--- src/hdl/prescaled_multi_timer_watchdog_defines.svh ---
// Assertion macros for the prescaled multi-timer watchdog block.
// Used by the top level; no other dependencies.
`ifndef PRESCALED_MULTI_TIMER_WATCHDOG_DEFINES_SVH
`define PRESCALED_MULTI_TIMER_WATCHDOG_DEFINES_SVH

`ifndef NO_ASSERTIONS
// Checked at every clock edge outside reset
`define PMTW_ASSERT(lbl, prop, msg) \
	lbl: assert property (@(posedge clk) disable iff (!arst_n) prop) else $error(msg);
// Checked at every clock edge, reset included
`define PMTW_ASSERT_ALWAYS(lbl, prop, msg) \
	lbl: assert property (@(posedge clk) prop) else $error(msg);
`else
`define PMTW_ASSERT(lbl, prop, msg)
`define PMTW_ASSERT_ALWAYS(lbl, prop, msg)
`endif

`endif

--- src/hdl/pmtw_pkg.sv ---
// Package for the prescaled multi-timer watchdog: command codes, register
// map constants, control bit layout and shared structs. No dependencies.
`default_nettype none

package pmtw_pkg;

	localparam int unsigned DATA_W = 32;
	localparam int unsigned ADDR_W = 5;
	localparam int unsigned IRQ_W  = 7;

	// Item command codes
	typedef enum logic [1:0] {
		CMD_TICK  = 2'd0,
		CMD_READ  = 2'd1,
		CMD_WRITE = 2'd2
	} cmd_e;

	// Register group 0 holds the global registers, group n timer n
	localparam logic [2:0] GRP_GLOBAL = 3'd0;

	// Offsets within the global group
	localparam logic [1:0] REG_SCALER        = 2'd0;
	localparam logic [1:0] REG_SCALER_RELOAD = 2'd1;
	localparam logic [1:0] REG_CONFIG        = 2'd2;

	// Offsets within a timer group (latch reads as zero)
	localparam logic [1:0] REG_COUNT  = 2'd0;
	localparam logic [1:0] REG_RELOAD = 2'd1;
	localparam logic [1:0] REG_CTRL   = 2'd2;

	localparam logic [DATA_W-1:0] CONFIG_MASK = 32'h7;

	// Bus layout of a timer control register
	localparam int unsigned CTRL_EN_BIT    = 0;
	localparam int unsigned CTRL_PER_BIT   = 1;
	localparam int unsigned CTRL_LOAD_BIT  = 2;
	localparam int unsigned CTRL_IE_BIT    = 3;
	localparam int unsigned CTRL_PEND_BIT  = 4;
	localparam int unsigned CTRL_CHAIN_BIT = 5;

	// Stored control bits of one timer
	typedef struct packed {
		logic en;
		logic per;
		logic ie;
		logic pend;
		logic chain;
	} timer_stat_t;

	// Per-item strobes to one timer
	typedef struct packed {
		logic tick;
		logic wr_count;
		logic wr_reload;
		logic wr_ctrl;
	} timer_cmd_t;

	// Per-item strobes to the prescaler
	typedef struct packed {
		logic tick;
		logic wr_count;
		logic wr_reload;
	} scaler_cmd_t;

	// Control bits as seen on the bus; load always reads as zero
	function automatic logic [DATA_W-1:0] stat_to_bus(timer_stat_t s);
		logic [DATA_W-1:0] r;
		r = '0;
		r[CTRL_EN_BIT]    = s.en;
		r[CTRL_PER_BIT]   = s.per;
		r[CTRL_IE_BIT]    = s.ie;
		r[CTRL_PEND_BIT]  = s.pend;
		r[CTRL_CHAIN_BIT] = s.chain;
		return r;
	endfunction

endpackage

`default_nettype wire

--- src/hdl/pmtw_ifs.sv ---
// Handshake channel interfaces of the prescaled multi-timer watchdog:
// the request channel (items in) and the response channel (results out).
// Depends on pmtw_pkg.
`default_nettype none

interface pmtw_req_if;
	import pmtw_pkg::*;

	logic              valid;
	logic              ready;
	cmd_e              command;
	logic [ADDR_W-1:0] address;
	logic [DATA_W-1:0] write_data;

	modport source (output valid, command, address, write_data, input ready);
	modport sink (input valid, command, address, write_data, output ready);
endinterface

interface pmtw_rsp_if;
	import pmtw_pkg::*;

	logic              valid;
	logic              ready;
	logic [DATA_W-1:0] read_data;
	logic [IRQ_W-1:0]  irq_lines;
	logic              watchdog_fired;

	modport source (output valid, read_data, irq_lines, watchdog_fired, input ready);
	modport sink (input valid, read_data, irq_lines, watchdog_fired, output ready);
endinterface

`default_nettype wire

--- src/hdl/prescaled_multi_timer_watchdog.sv ---
// Top level of the prescaled multi-timer watchdog: input register, register
// decode, prescaler, timer slots and result register.
// Depends on pmtw_pkg, pmtw_ifs, pmtw_prescaler, pmtw_timer and the defines header.
`default_nettype none

// Timer unit with a shared prescaler, NUM_TIMERS down counters (all but the
// first chain-capable) and a watchdog output, driven by items on the req channel
// (one clock tick, register read or register write each) and answering each with
// one result on the rsp channel. Throughput is one item per clock while the rsp
// side does not stall: an accepted item waits in the input register until the
// result slot is free, where the prescaler, the timer underflow chain and the read
// mux then act on it in a single pass, and its result is registered in the output
// register. The rsp stage holds a waiting result while the next item is already
// taken into the input register. irq_lines and watchdog_fired reflect the state
// left by the item whose result is shown.
module prescaled_multi_timer_watchdog #(
	parameter int unsigned NUM_TIMERS    = 3,
	parameter int unsigned SCALER_WIDTH  = 16,
	parameter int unsigned COUNTER_WIDTH = 32
) (
	input wire logic  clk,
	input wire logic  arst_n,
	pmtw_req_if.sink  req,
	pmtw_rsp_if.source rsp
);
	import pmtw_pkg::*;

	`include "prescaled_multi_timer_watchdog_defines.svh"

	// Input register
	logic              valid_s1;
	cmd_e              cmd_s1;
	logic [ADDR_W-1:0] addr_s1;
	logic [DATA_W-1:0] wdata_s1;

	// Result register
	logic              out_valid_q;
	logic [DATA_W-1:0] rd_q;
	logic [DATA_W-1:0] rd_d;

	logic        advance;
	logic        do_tick;
	logic        do_wr;
	logic [2:0]  grp;
	logic [1:0]  off;

	scaler_cmd_t             sc_cmd;
	logic                    pre_tick;
	logic [SCALER_WIDTH-1:0] sc_count;
	logic [SCALER_WIDTH-1:0] sc_reload;

	timer_cmd_t               t_cmd    [NUM_TIMERS];
	logic                     t_under  [NUM_TIMERS];
	logic [COUNTER_WIDTH-1:0] t_count  [NUM_TIMERS];
	logic [COUNTER_WIDTH-1:0] t_reload [NUM_TIMERS];
	timer_stat_t              t_stat   [NUM_TIMERS];

	logic [IRQ_W-1:0] irq_all;

	// Handshake: the input register moves on when the result slot is free
	assign advance   = valid_s1 && (!out_valid_q || rsp.ready);
	assign req.ready = !valid_s1 || advance;

	always_ff @(posedge clk or negedge arst_n) begin
		if (!arst_n) begin
			valid_s1 <= 1'b0;
		end else if (req.ready) begin
			valid_s1 <= req.valid;
		end
	end

	always_ff @(posedge clk) begin
		if (req.ready && req.valid) begin
			cmd_s1   <= req.command;
			addr_s1  <= req.address;
			wdata_s1 <= req.write_data;
		end
	end

	// Decode
	assign grp     = addr_s1[ADDR_W-1:2];
	assign off     = addr_s1[1:0];
	assign do_tick = advance && (cmd_s1 == CMD_TICK);
	assign do_wr   = advance && (cmd_s1 == CMD_WRITE);

	assign sc_cmd.tick      = do_tick;
	assign sc_cmd.wr_count  = do_wr && (grp == GRP_GLOBAL) && (off == REG_SCALER);
	assign sc_cmd.wr_reload = do_wr && (grp == GRP_GLOBAL) && (off == REG_SCALER_RELOAD);

	pmtw_prescaler #(
		.SCALER_WIDTH(SCALER_WIDTH)
	) u_prescaler (
		.clk     (clk),
		.arst_n  (arst_n),
		.cmd     (sc_cmd),
		.wdata   (wdata_s1),
		.pre_tick(pre_tick),
		.count   (sc_count),
		.reload  (sc_reload)
	);

	// Timer slots, underflow rippling from each slot to the next
	for (genvar i = 0; i < NUM_TIMERS; i++) begin : g_timer
		logic sel;
		logic prev_under;

		assign sel = (grp == 3'(i + 1));
		assign t_cmd[i].tick      = do_tick;
		assign t_cmd[i].wr_count  = do_wr && sel && (off == REG_COUNT);
		assign t_cmd[i].wr_reload = do_wr && sel && (off == REG_RELOAD);
		assign t_cmd[i].wr_ctrl   = do_wr && sel && (off == REG_CTRL);

		if (i == 0) begin : g_first
			assign prev_under = 1'b0;
		end else begin : g_next
			assign prev_under = t_under[i-1];
		end

		pmtw_timer #(
			.COUNTER_WIDTH(COUNTER_WIDTH),
			.IS_FIRST     (i == 0)
		) u_timer (
			.clk       (clk),
			.arst_n    (arst_n),
			.cmd       (t_cmd[i]),
			.wdata     (wdata_s1),
			.pre_tick  (pre_tick),
			.prev_under(prev_under),
			.under     (t_under[i]),
			.count     (t_count[i]),
			.reload    (t_reload[i]),
			.stat      (t_stat[i])
		);
	end

	// Read mux; unmapped registers and non-read items give zero
	always_comb begin
		rd_d = '0;
		if (cmd_s1 == CMD_READ) begin
			if (grp == GRP_GLOBAL) begin
				case (off)
					REG_SCALER:        rd_d = DATA_W'(sc_count);
					REG_SCALER_RELOAD: rd_d = DATA_W'(sc_reload);
					REG_CONFIG:        rd_d = DATA_W'(NUM_TIMERS) & CONFIG_MASK;
					default:           rd_d = '0;
				endcase
			end
			for (int i = 0; i < NUM_TIMERS; i++) begin
				if (grp == 3'(i + 1)) begin
					case (off)
						REG_COUNT:  rd_d = DATA_W'(t_count[i]);
						REG_RELOAD: rd_d = DATA_W'(t_reload[i]);
						REG_CTRL:   rd_d = stat_to_bus(t_stat[i]);
						default:    rd_d = '0;
					endcase
				end
			end
		end
	end

	// Result register
	always_ff @(posedge clk or negedge arst_n) begin
		if (!arst_n) begin
			out_valid_q <= 1'b0;
		end else if (advance) begin
			out_valid_q <= 1'b1;
		end else if (rsp.ready) begin
			out_valid_q <= 1'b0;
		end
	end

	always_ff @(posedge clk) begin
		if (advance) begin
			rd_q <= rd_d;
		end
	end

	// Interrupt lines from the stored state
	always_comb begin
		irq_all = '0;
		for (int i = 0; i < NUM_TIMERS; i++) begin
			irq_all[i] = t_stat[i].pend && t_stat[i].ie;
		end
	end

	assign rsp.valid          = out_valid_q;
	assign rsp.read_data      = rd_q;
	assign rsp.irq_lines      = irq_all;
	assign rsp.watchdog_fired = t_stat[NUM_TIMERS-1].pend;

	// Assertions
	`PMTW_ASSERT(a_adv_gives_result, advance |=> out_valid_q, "item advanced without a result")
	`PMTW_ASSERT(a_nonread_zero, (advance && cmd_s1 != CMD_READ) |=> (rd_q == '0), "non-read item returned data")
	`PMTW_ASSERT(a_stall_holds_state, (out_valid_q && !rsp.ready) |=> $stable(sc_count), "state moved while result stalled")
	`PMTW_ASSERT(a_scaler_dec, (do_tick && sc_count != '0) |=> (sc_count == $past(sc_count) - SCALER_WIDTH'(1)), "prescaler did not count down")

endmodule

`default_nettype wire

--- src/hdl/pmtw_prescaler.sv ---
// Shared prescaler: down counter with reload that ticks the timers on
// underflow. Depends on pmtw_pkg.
`default_nettype none

module pmtw_prescaler #(
	parameter int unsigned SCALER_WIDTH = 16
) (
	input  wire logic                       clk,
	input  wire logic                       arst_n,
	input  wire pmtw_pkg::scaler_cmd_t      cmd,
	input  wire logic [pmtw_pkg::DATA_W-1:0] wdata,
	output logic                            pre_tick,
	output logic [SCALER_WIDTH-1:0]         count,
	output logic [SCALER_WIDTH-1:0]         reload
);
	import pmtw_pkg::*;

	logic [SCALER_WIDTH-1:0] count_q;
	logic [SCALER_WIDTH-1:0] reload_q;

	// underflow when a tick finds the count at zero
	assign pre_tick = cmd.tick && (count_q == '0);

	always_ff @(posedge clk or negedge arst_n) begin
		if (!arst_n) begin
			count_q  <= '1;
			reload_q <= '1;
		end else begin
			if (cmd.tick) begin
				count_q <= pre_tick ? reload_q : count_q - SCALER_WIDTH'(1);
			end else if (cmd.wr_count) begin
				count_q <= wdata[SCALER_WIDTH-1:0];
			end
			if (cmd.wr_reload) begin
				reload_q <= wdata[SCALER_WIDTH-1:0];
			end
		end
	end

	assign count  = count_q;
	assign reload = reload_q;

endmodule

`default_nettype wire

--- src/hdl/pmtw_timer.sv ---
// One down-counting timer slot: counter, reload value and control bits,
// with chaining on the previous slot's underflow. Depends on pmtw_pkg.
`default_nettype none

module pmtw_timer #(
	parameter int unsigned COUNTER_WIDTH = 32,
	parameter bit          IS_FIRST      = 1'b0
) (
	input  wire logic                        clk,
	input  wire logic                        arst_n,
	input  wire pmtw_pkg::timer_cmd_t        cmd,
	input  wire logic [pmtw_pkg::DATA_W-1:0] wdata,
	input  wire logic                        pre_tick,
	input  wire logic                        prev_under,
	output logic                             under,
	output logic [COUNTER_WIDTH-1:0]         count,
	output logic [COUNTER_WIDTH-1:0]         reload,
	output pmtw_pkg::timer_stat_t            stat
);
	import pmtw_pkg::*;

	logic [COUNTER_WIDTH-1:0] count_q;
	logic [COUNTER_WIDTH-1:0] reload_q;
	timer_stat_t              stat_q;
	logic                     go;
	logic                     active;

	// chained slots count on the previous slot's underflow
	assign go     = (!IS_FIRST && stat_q.chain) ? prev_under : pre_tick;
	assign active = cmd.tick && stat_q.en && go;
	assign under  = active && (count_q == '0);

	always_ff @(posedge clk or negedge arst_n) begin
		if (!arst_n) begin
			count_q  <= '0;
			reload_q <= '0;
			stat_q   <= '0;
		end else begin
			if (active) begin
				if (under) begin
					// periodic reloads, one-shot wraps and disables
					if (stat_q.per) begin
						count_q <= reload_q;
					end else begin
						count_q   <= '1;
						stat_q.en <= 1'b0;
					end
					if (stat_q.ie) begin
						stat_q.pend <= 1'b1;
					end
				end else begin
					count_q <= count_q - COUNTER_WIDTH'(1);
				end
			end
			if (cmd.wr_count) begin
				count_q <= wdata[COUNTER_WIDTH-1:0];
			end
			if (cmd.wr_reload) begin
				reload_q <= wdata[COUNTER_WIDTH-1:0];
			end
			// control write: pending is write-one-to-clear, load copies reload
			if (cmd.wr_ctrl) begin
				stat_q.en    <= wdata[CTRL_EN_BIT];
				stat_q.per   <= wdata[CTRL_PER_BIT];
				stat_q.ie    <= wdata[CTRL_IE_BIT];
				stat_q.chain <= wdata[CTRL_CHAIN_BIT];
				stat_q.pend  <= stat_q.pend && !wdata[CTRL_PEND_BIT];
				if (wdata[CTRL_LOAD_BIT]) begin
					count_q <= reload_q;
				end
			end
		end
	end

	assign count  = count_q;
	assign reload = reload_q;
	assign stat   = stat_q;

endmodule

`default_nettype wire

--- src/flat_wrapper.sv ---
// flat-port wrapper written by rule: the top's interface ports become plain ports
module prescaled_multi_timer_watchdog_flat import pmtw_pkg::*;
#(
	parameter int unsigned NUM_TIMERS    = 3,
	parameter int unsigned SCALER_WIDTH  = 16,
	parameter int unsigned COUNTER_WIDTH = 32
)
  (clk, arst_n, req_valid, req_command, req_address, req_write_data, req_ready, rsp_valid, rsp_read_data, rsp_irq_lines, rsp_watchdog_fired, rsp_ready);
  pmtw_req_if req_i ();
  pmtw_rsp_if rsp_i ();
  input wire logic clk;
  input wire logic arst_n;
  input wire logic [$bits(req_i.valid)-1:0] req_valid;
  input wire logic [$bits(req_i.command)-1:0] req_command;
  input wire logic [$bits(req_i.address)-1:0] req_address;
  input wire logic [$bits(req_i.write_data)-1:0] req_write_data;
  output wire logic [$bits(req_i.ready)-1:0] req_ready;
  output wire logic [$bits(rsp_i.valid)-1:0] rsp_valid;
  output wire logic [$bits(rsp_i.read_data)-1:0] rsp_read_data;
  output wire logic [$bits(rsp_i.irq_lines)-1:0] rsp_irq_lines;
  output wire logic [$bits(rsp_i.watchdog_fired)-1:0] rsp_watchdog_fired;
  input wire logic [$bits(rsp_i.ready)-1:0] rsp_ready;
  assign req_i.valid = req_valid;
  assign req_i.command = req_command;
  assign req_i.address = req_address;
  assign req_i.write_data = req_write_data;
  assign req_ready = req_i.ready;
  assign rsp_valid = rsp_i.valid;
  assign rsp_read_data = rsp_i.read_data;
  assign rsp_irq_lines = rsp_i.irq_lines;
  assign rsp_watchdog_fired = rsp_i.watchdog_fired;
  assign rsp_i.ready = rsp_ready;
  prescaled_multi_timer_watchdog #(.NUM_TIMERS(NUM_TIMERS), .SCALER_WIDTH(SCALER_WIDTH), .COUNTER_WIDTH(COUNTER_WIDTH)) u_core (.clk(clk), .arst_n(arst_n), .req(req_i), .rsp(rsp_i));
endmodule
--- config.mk ---
export PLATFORM = sky130hd
export DESIGN_NAME = prescaled_multi_timer_watchdog_flat
export DESIGN_NICKNAME = d
export VERILOG_FILES = /design/src/hdl/pmtw_pkg.sv /design/src/hdl/pmtw_ifs.sv /design/src/hdl/prescaled_multi_timer_watchdog.sv /design/src/hdl/pmtw_prescaler.sv /design/src/hdl/pmtw_timer.sv /design/src/flat_wrapper.sv
export VERILOG_INCLUDE_DIRS = /design/src /design/src/hdl
export SDC_FILE = /design/constraint.sdc
export NUM_CORES = 1
export LEC_CHECK = 0
export BUFFER_PORTS_ARGS = -buffer_cell sky130_fd_sc_hd__buf_2
export CORE_AREA = 2 2 185 187
export DETAILED_ROUTE_END_ITERATION = 12
export DIE_AREA = 0 0 187 189
export GPL_ROUTABILITY_DRIVEN = 1
export GPL_TIMING_DRIVEN = 0
export PLACE_DENSITY_LB_ADDON = 0.08
export SLEW_MARGIN = 5
export SYNTH_ARGS = -nofsm -noshare
export SYNTH_HDL_FRONTEND = slang
export SYNTH_SLANG_ARGS = --single-unit
--- constraint.sdc ---
create_clock -name clk -period 6.05 [get_ports clk]
set_input_delay 0.605 -clock clk [delete_from_list [all_inputs] [get_ports clk]]
set_output_delay 0.605 -clock clk [all_outputs]
set_load 0.05 [all_outputs]
==> summary.md <==
| Metric | Value |
|---|---|
| Status | finished clean |
| Worst slew pin tran | 1.339 ns |
| Routed wire length | 76290 um |
| Final net count | 2063 |
| Largest net degree at the start of global routing | 91 |
| Setup ws final | 1.875 ns |
| Async SR Flop Fraction | 77.24% |
| IO Port Bufs | 80 |
| Critical Path Source Type | register |
| Synth Instances | 1886 |
| Initial antenna violation count | 2 |
| Fin crit share | 69.01% |
| DIE HEIGHT | 189 um |
| Horiz. Die Dim | 187 um |
| Pre-CTS WS | 1.854 ns |
| Gpl congestion | 1.073 |
| Critical path's slowest cell | clkbuf_1 |
| Post-CTS resize count | 0 |
| Post-DR vias/cell | 7.067 |
| Clock slew seen by the registers of the worst setup and hold paths | 0.06 ns |
| Num rows | 67 |
| Skew-Pair Late Insertion Delay | 0.58 ns |
| PwrDens | 317.5 nW/um2 |
| CTS root buffer | clkbuf_16 |
| Initial Utilization | 54.25% |
| Post-synth top flop | dfrtp_1 |
| Remaining global-route overflow | 0 |
| GRT Resource Usage Total | 43.04% |
| Warnings from Yosys | 0 |
| Max Slew Vio Count | 0 |
| Slew HR | 10.01% |
| Crit-path cells | clkbuf_1, clkbuf_1, clkbuf_1, clkbuf_1, mux2i_1, o22ai_1, a21oi_1, nor2_1 |
| Fin util | 61.15% |
| CP required | 6.35 ns |
| Post-CTS setup buffers | 0 |
| Commonest non-fill, non-tap cells in the layout | 209 x dfrtp_1, 174 x nor2_1, 156 x o21ai_0, 137 x nand2_1, 130 x a21oi_1 |
| Leakage | 8.460 nW |
| Die Area | 35340 um2 |
| Cts hold-fix bufs | 0 |
| Fraction of layout cells with a size suffix above 1 | 15.58% |
| Worst Clk Skew | 0.02796 ns |
| Sequential area share after synthesis | 45.43% |
| Most common cell after layout, fill and taps aside | dfrtp_1 |
| P&R area growth vs syn | 12.72% |
| Top cell by count, worst path | clkbuf_1 |
| Post-route minimum period | 4.175 ns |
| Final hold violations | 0 |
| Hold/Removal Path Class | in2async |
| Total clock sinks | 312 |
| CP delay by family, top | buffers and inverters |
| Crit path capture type | register |
| Post-synthesis average cell area | 9.574 um2 |
| CTS tree | done |
| Core area | 33280 um2 |
| RSZ-0062 raised after global routing | false |
| First-pass GRT wire length | 112000 um |
| WL/cell | 30.65 um |
| Worst setup path class | reg2reg |
| ANT nets after route | 0 |
| Fmax | 239.5 MHz |
| Synth top area share | 28.97% |
| H-tree levels | 2 |
| CP arrival | 4.47 ns |
| Final setup vio count | 0 |
| Clock Tree Buf Depth | 3 |
| Residual DRC count | 0 |
| Iteration-0 DRC Markers | 2613 |
| Vias in the first global route | 16690 |
| Dpl hpwl | 54860 um |
| Yosys cell types | 77 |
| CP Buf/Inv Count | 4 |
| Via count of the routed design | 17590 |
| Hold slack | 0.01552 ns |
| Non-Filler Instances | 2489 |
| Peak VDD IR | 0.0002779 V |
| Inst Count DP | 2421 |
| ANT cells | 0 |
| Seq cells post-synth | 312 |
| Dominant cell type by area after synthesis | dfrtp_1 |
| CP Max Fanout | 10 |
| TritonCTS Buffers | 37 |
| Detailed Routing Iterations Pass 1 | 6 |
| Synth Cell Area | 18060 um2 |
| Ports | 85 |
| Dominant cells by area after synthesis | dfrtp_1 29%, edfxtp_1 12%, mux2_2 7.3% |
| CP peak stage delay | 0.95 ns |
| Max Cap Viol | 0 |
| Reg-to-reg slack, setup | 1.87 ns |
| Post-synth EDFFs | 71 |
-- cell families after synthesis --
logic type | count (synthesis) | synth area share [%]
other | 1 | 0.02077
buffers and inverters | 167 | 3.638
muxes | 237 | 14.02
AOI/OAI and AO/OA | 568 | 19.71
adders and majority gates | 8 | 0.5544
and+or+nand+nor | 575 | 15.75
DFF | 312 | 45.43
xor gates and xnor gates | 18 | 0.8731
-- cell usage after synthesis, drive strengths merged (22+ instances only) --
| master | count |
|---|---|
| a21oi | 130 |
| a22oi | 35 |
| a31oi | 32 |
| clkbuf | 123 |
| dfrtp | 209 |
| dfstp | 32 |
| edfxtp | 71 |
| inv | 29 |
| mux2 | 117 |
| mux2i | 119 |
| nand2 | 138 |
| nand3 | 31 |
| nor2 | 175 |
| nor3 | 54 |
| nor3b | 22 |
| nor4 | 25 |
| o21ai | 157 |
| o22ai | 80 |
-- per-stage QoR --
stage / total power [mW] / setup TNS (ns) / cell area (um2)
after floorplan: 3.615 / 0 / 18070
after global placement: 4.102 / -23.70 / 19030
after detailed placement: 4.145 / 0 / 19140
after CTS: 6.398 / 0 / 20340
after global routing: 6.681 / 0 / 20350
final: 6.462 / 0 / 20350
-- flip-flops by register name (all words and copies together) (netlist names) --
signal and count:
u_core.wdata_s1 32, u_core.cmd_s1 2, u_core.g_timer.u_timer.reload 96, u_core.rsp.read_data 32, u_core.u_prescaler.reload 16, u_core.g_timer.u_timer.count 96, u_core.addr_s1 5, u_core.g_timer.u_timer.stat 15
u_core.rsp.valid 1, u_core.valid_s1 1, u_core.u_prescaler.count 16
-- final cells by class --
type                       count  area [um2]
inverter                      29       108.9
tap                          448       560.5
multi-input combinational   1410        9220
clock buffer                  45       998.5
sequential                   312        8203
fill                        2900       12930
timing repair buffer          84       505.5
clock inverter                23       207.7
buffer                       138       548.0
-- where the power goes --
group,internal (mW),switching [mW],leakage (nW),total (mW)
registers,2.44,0.361,3.83,2.80
clock network,1.34,0.939,0.598,2.28
logic,0.495,0.879,4.03,1.37
total,4.28,2.18,8.46,6.46
-- routing by layer --
metal / up-vias / wire length, um / global-route usage [%] / part of all wire (%)
met4: 0 / 4826 / 22.53 / 6.3
li1: 7385 / - / - / -
met2: 1325 / 32300 / 63.17 / 42
met1: 8623 / 29560 / 58.07 / 39
met3: 256 / 9609 / 12.22 / 13
met5: - / 0 / 0 / 0
-- final timing paths --
kind	startpoint	end	depth (start not counted)
max	u_core.addr_s1[0]	u_core.rsp.read_data[31]	8
min	arst_n	u_core.g_timer[2].u_timer.count[22]	1
max reg2reg	u_core.addr_s1[0]	u_core.rsp.read_data[31]	8
min reg2reg	u_core.g_timer[0].u_timer.stat[0]	u_core.g_timer[0].u_timer.stat[0]	1
max in group asynchronous	arst_n	u_core.u_prescaler.reload[1]	2
min in group clk	req_write_data[27]	u_core.wdata_s1[27]	1
Power figures use the tool's default switching activity.
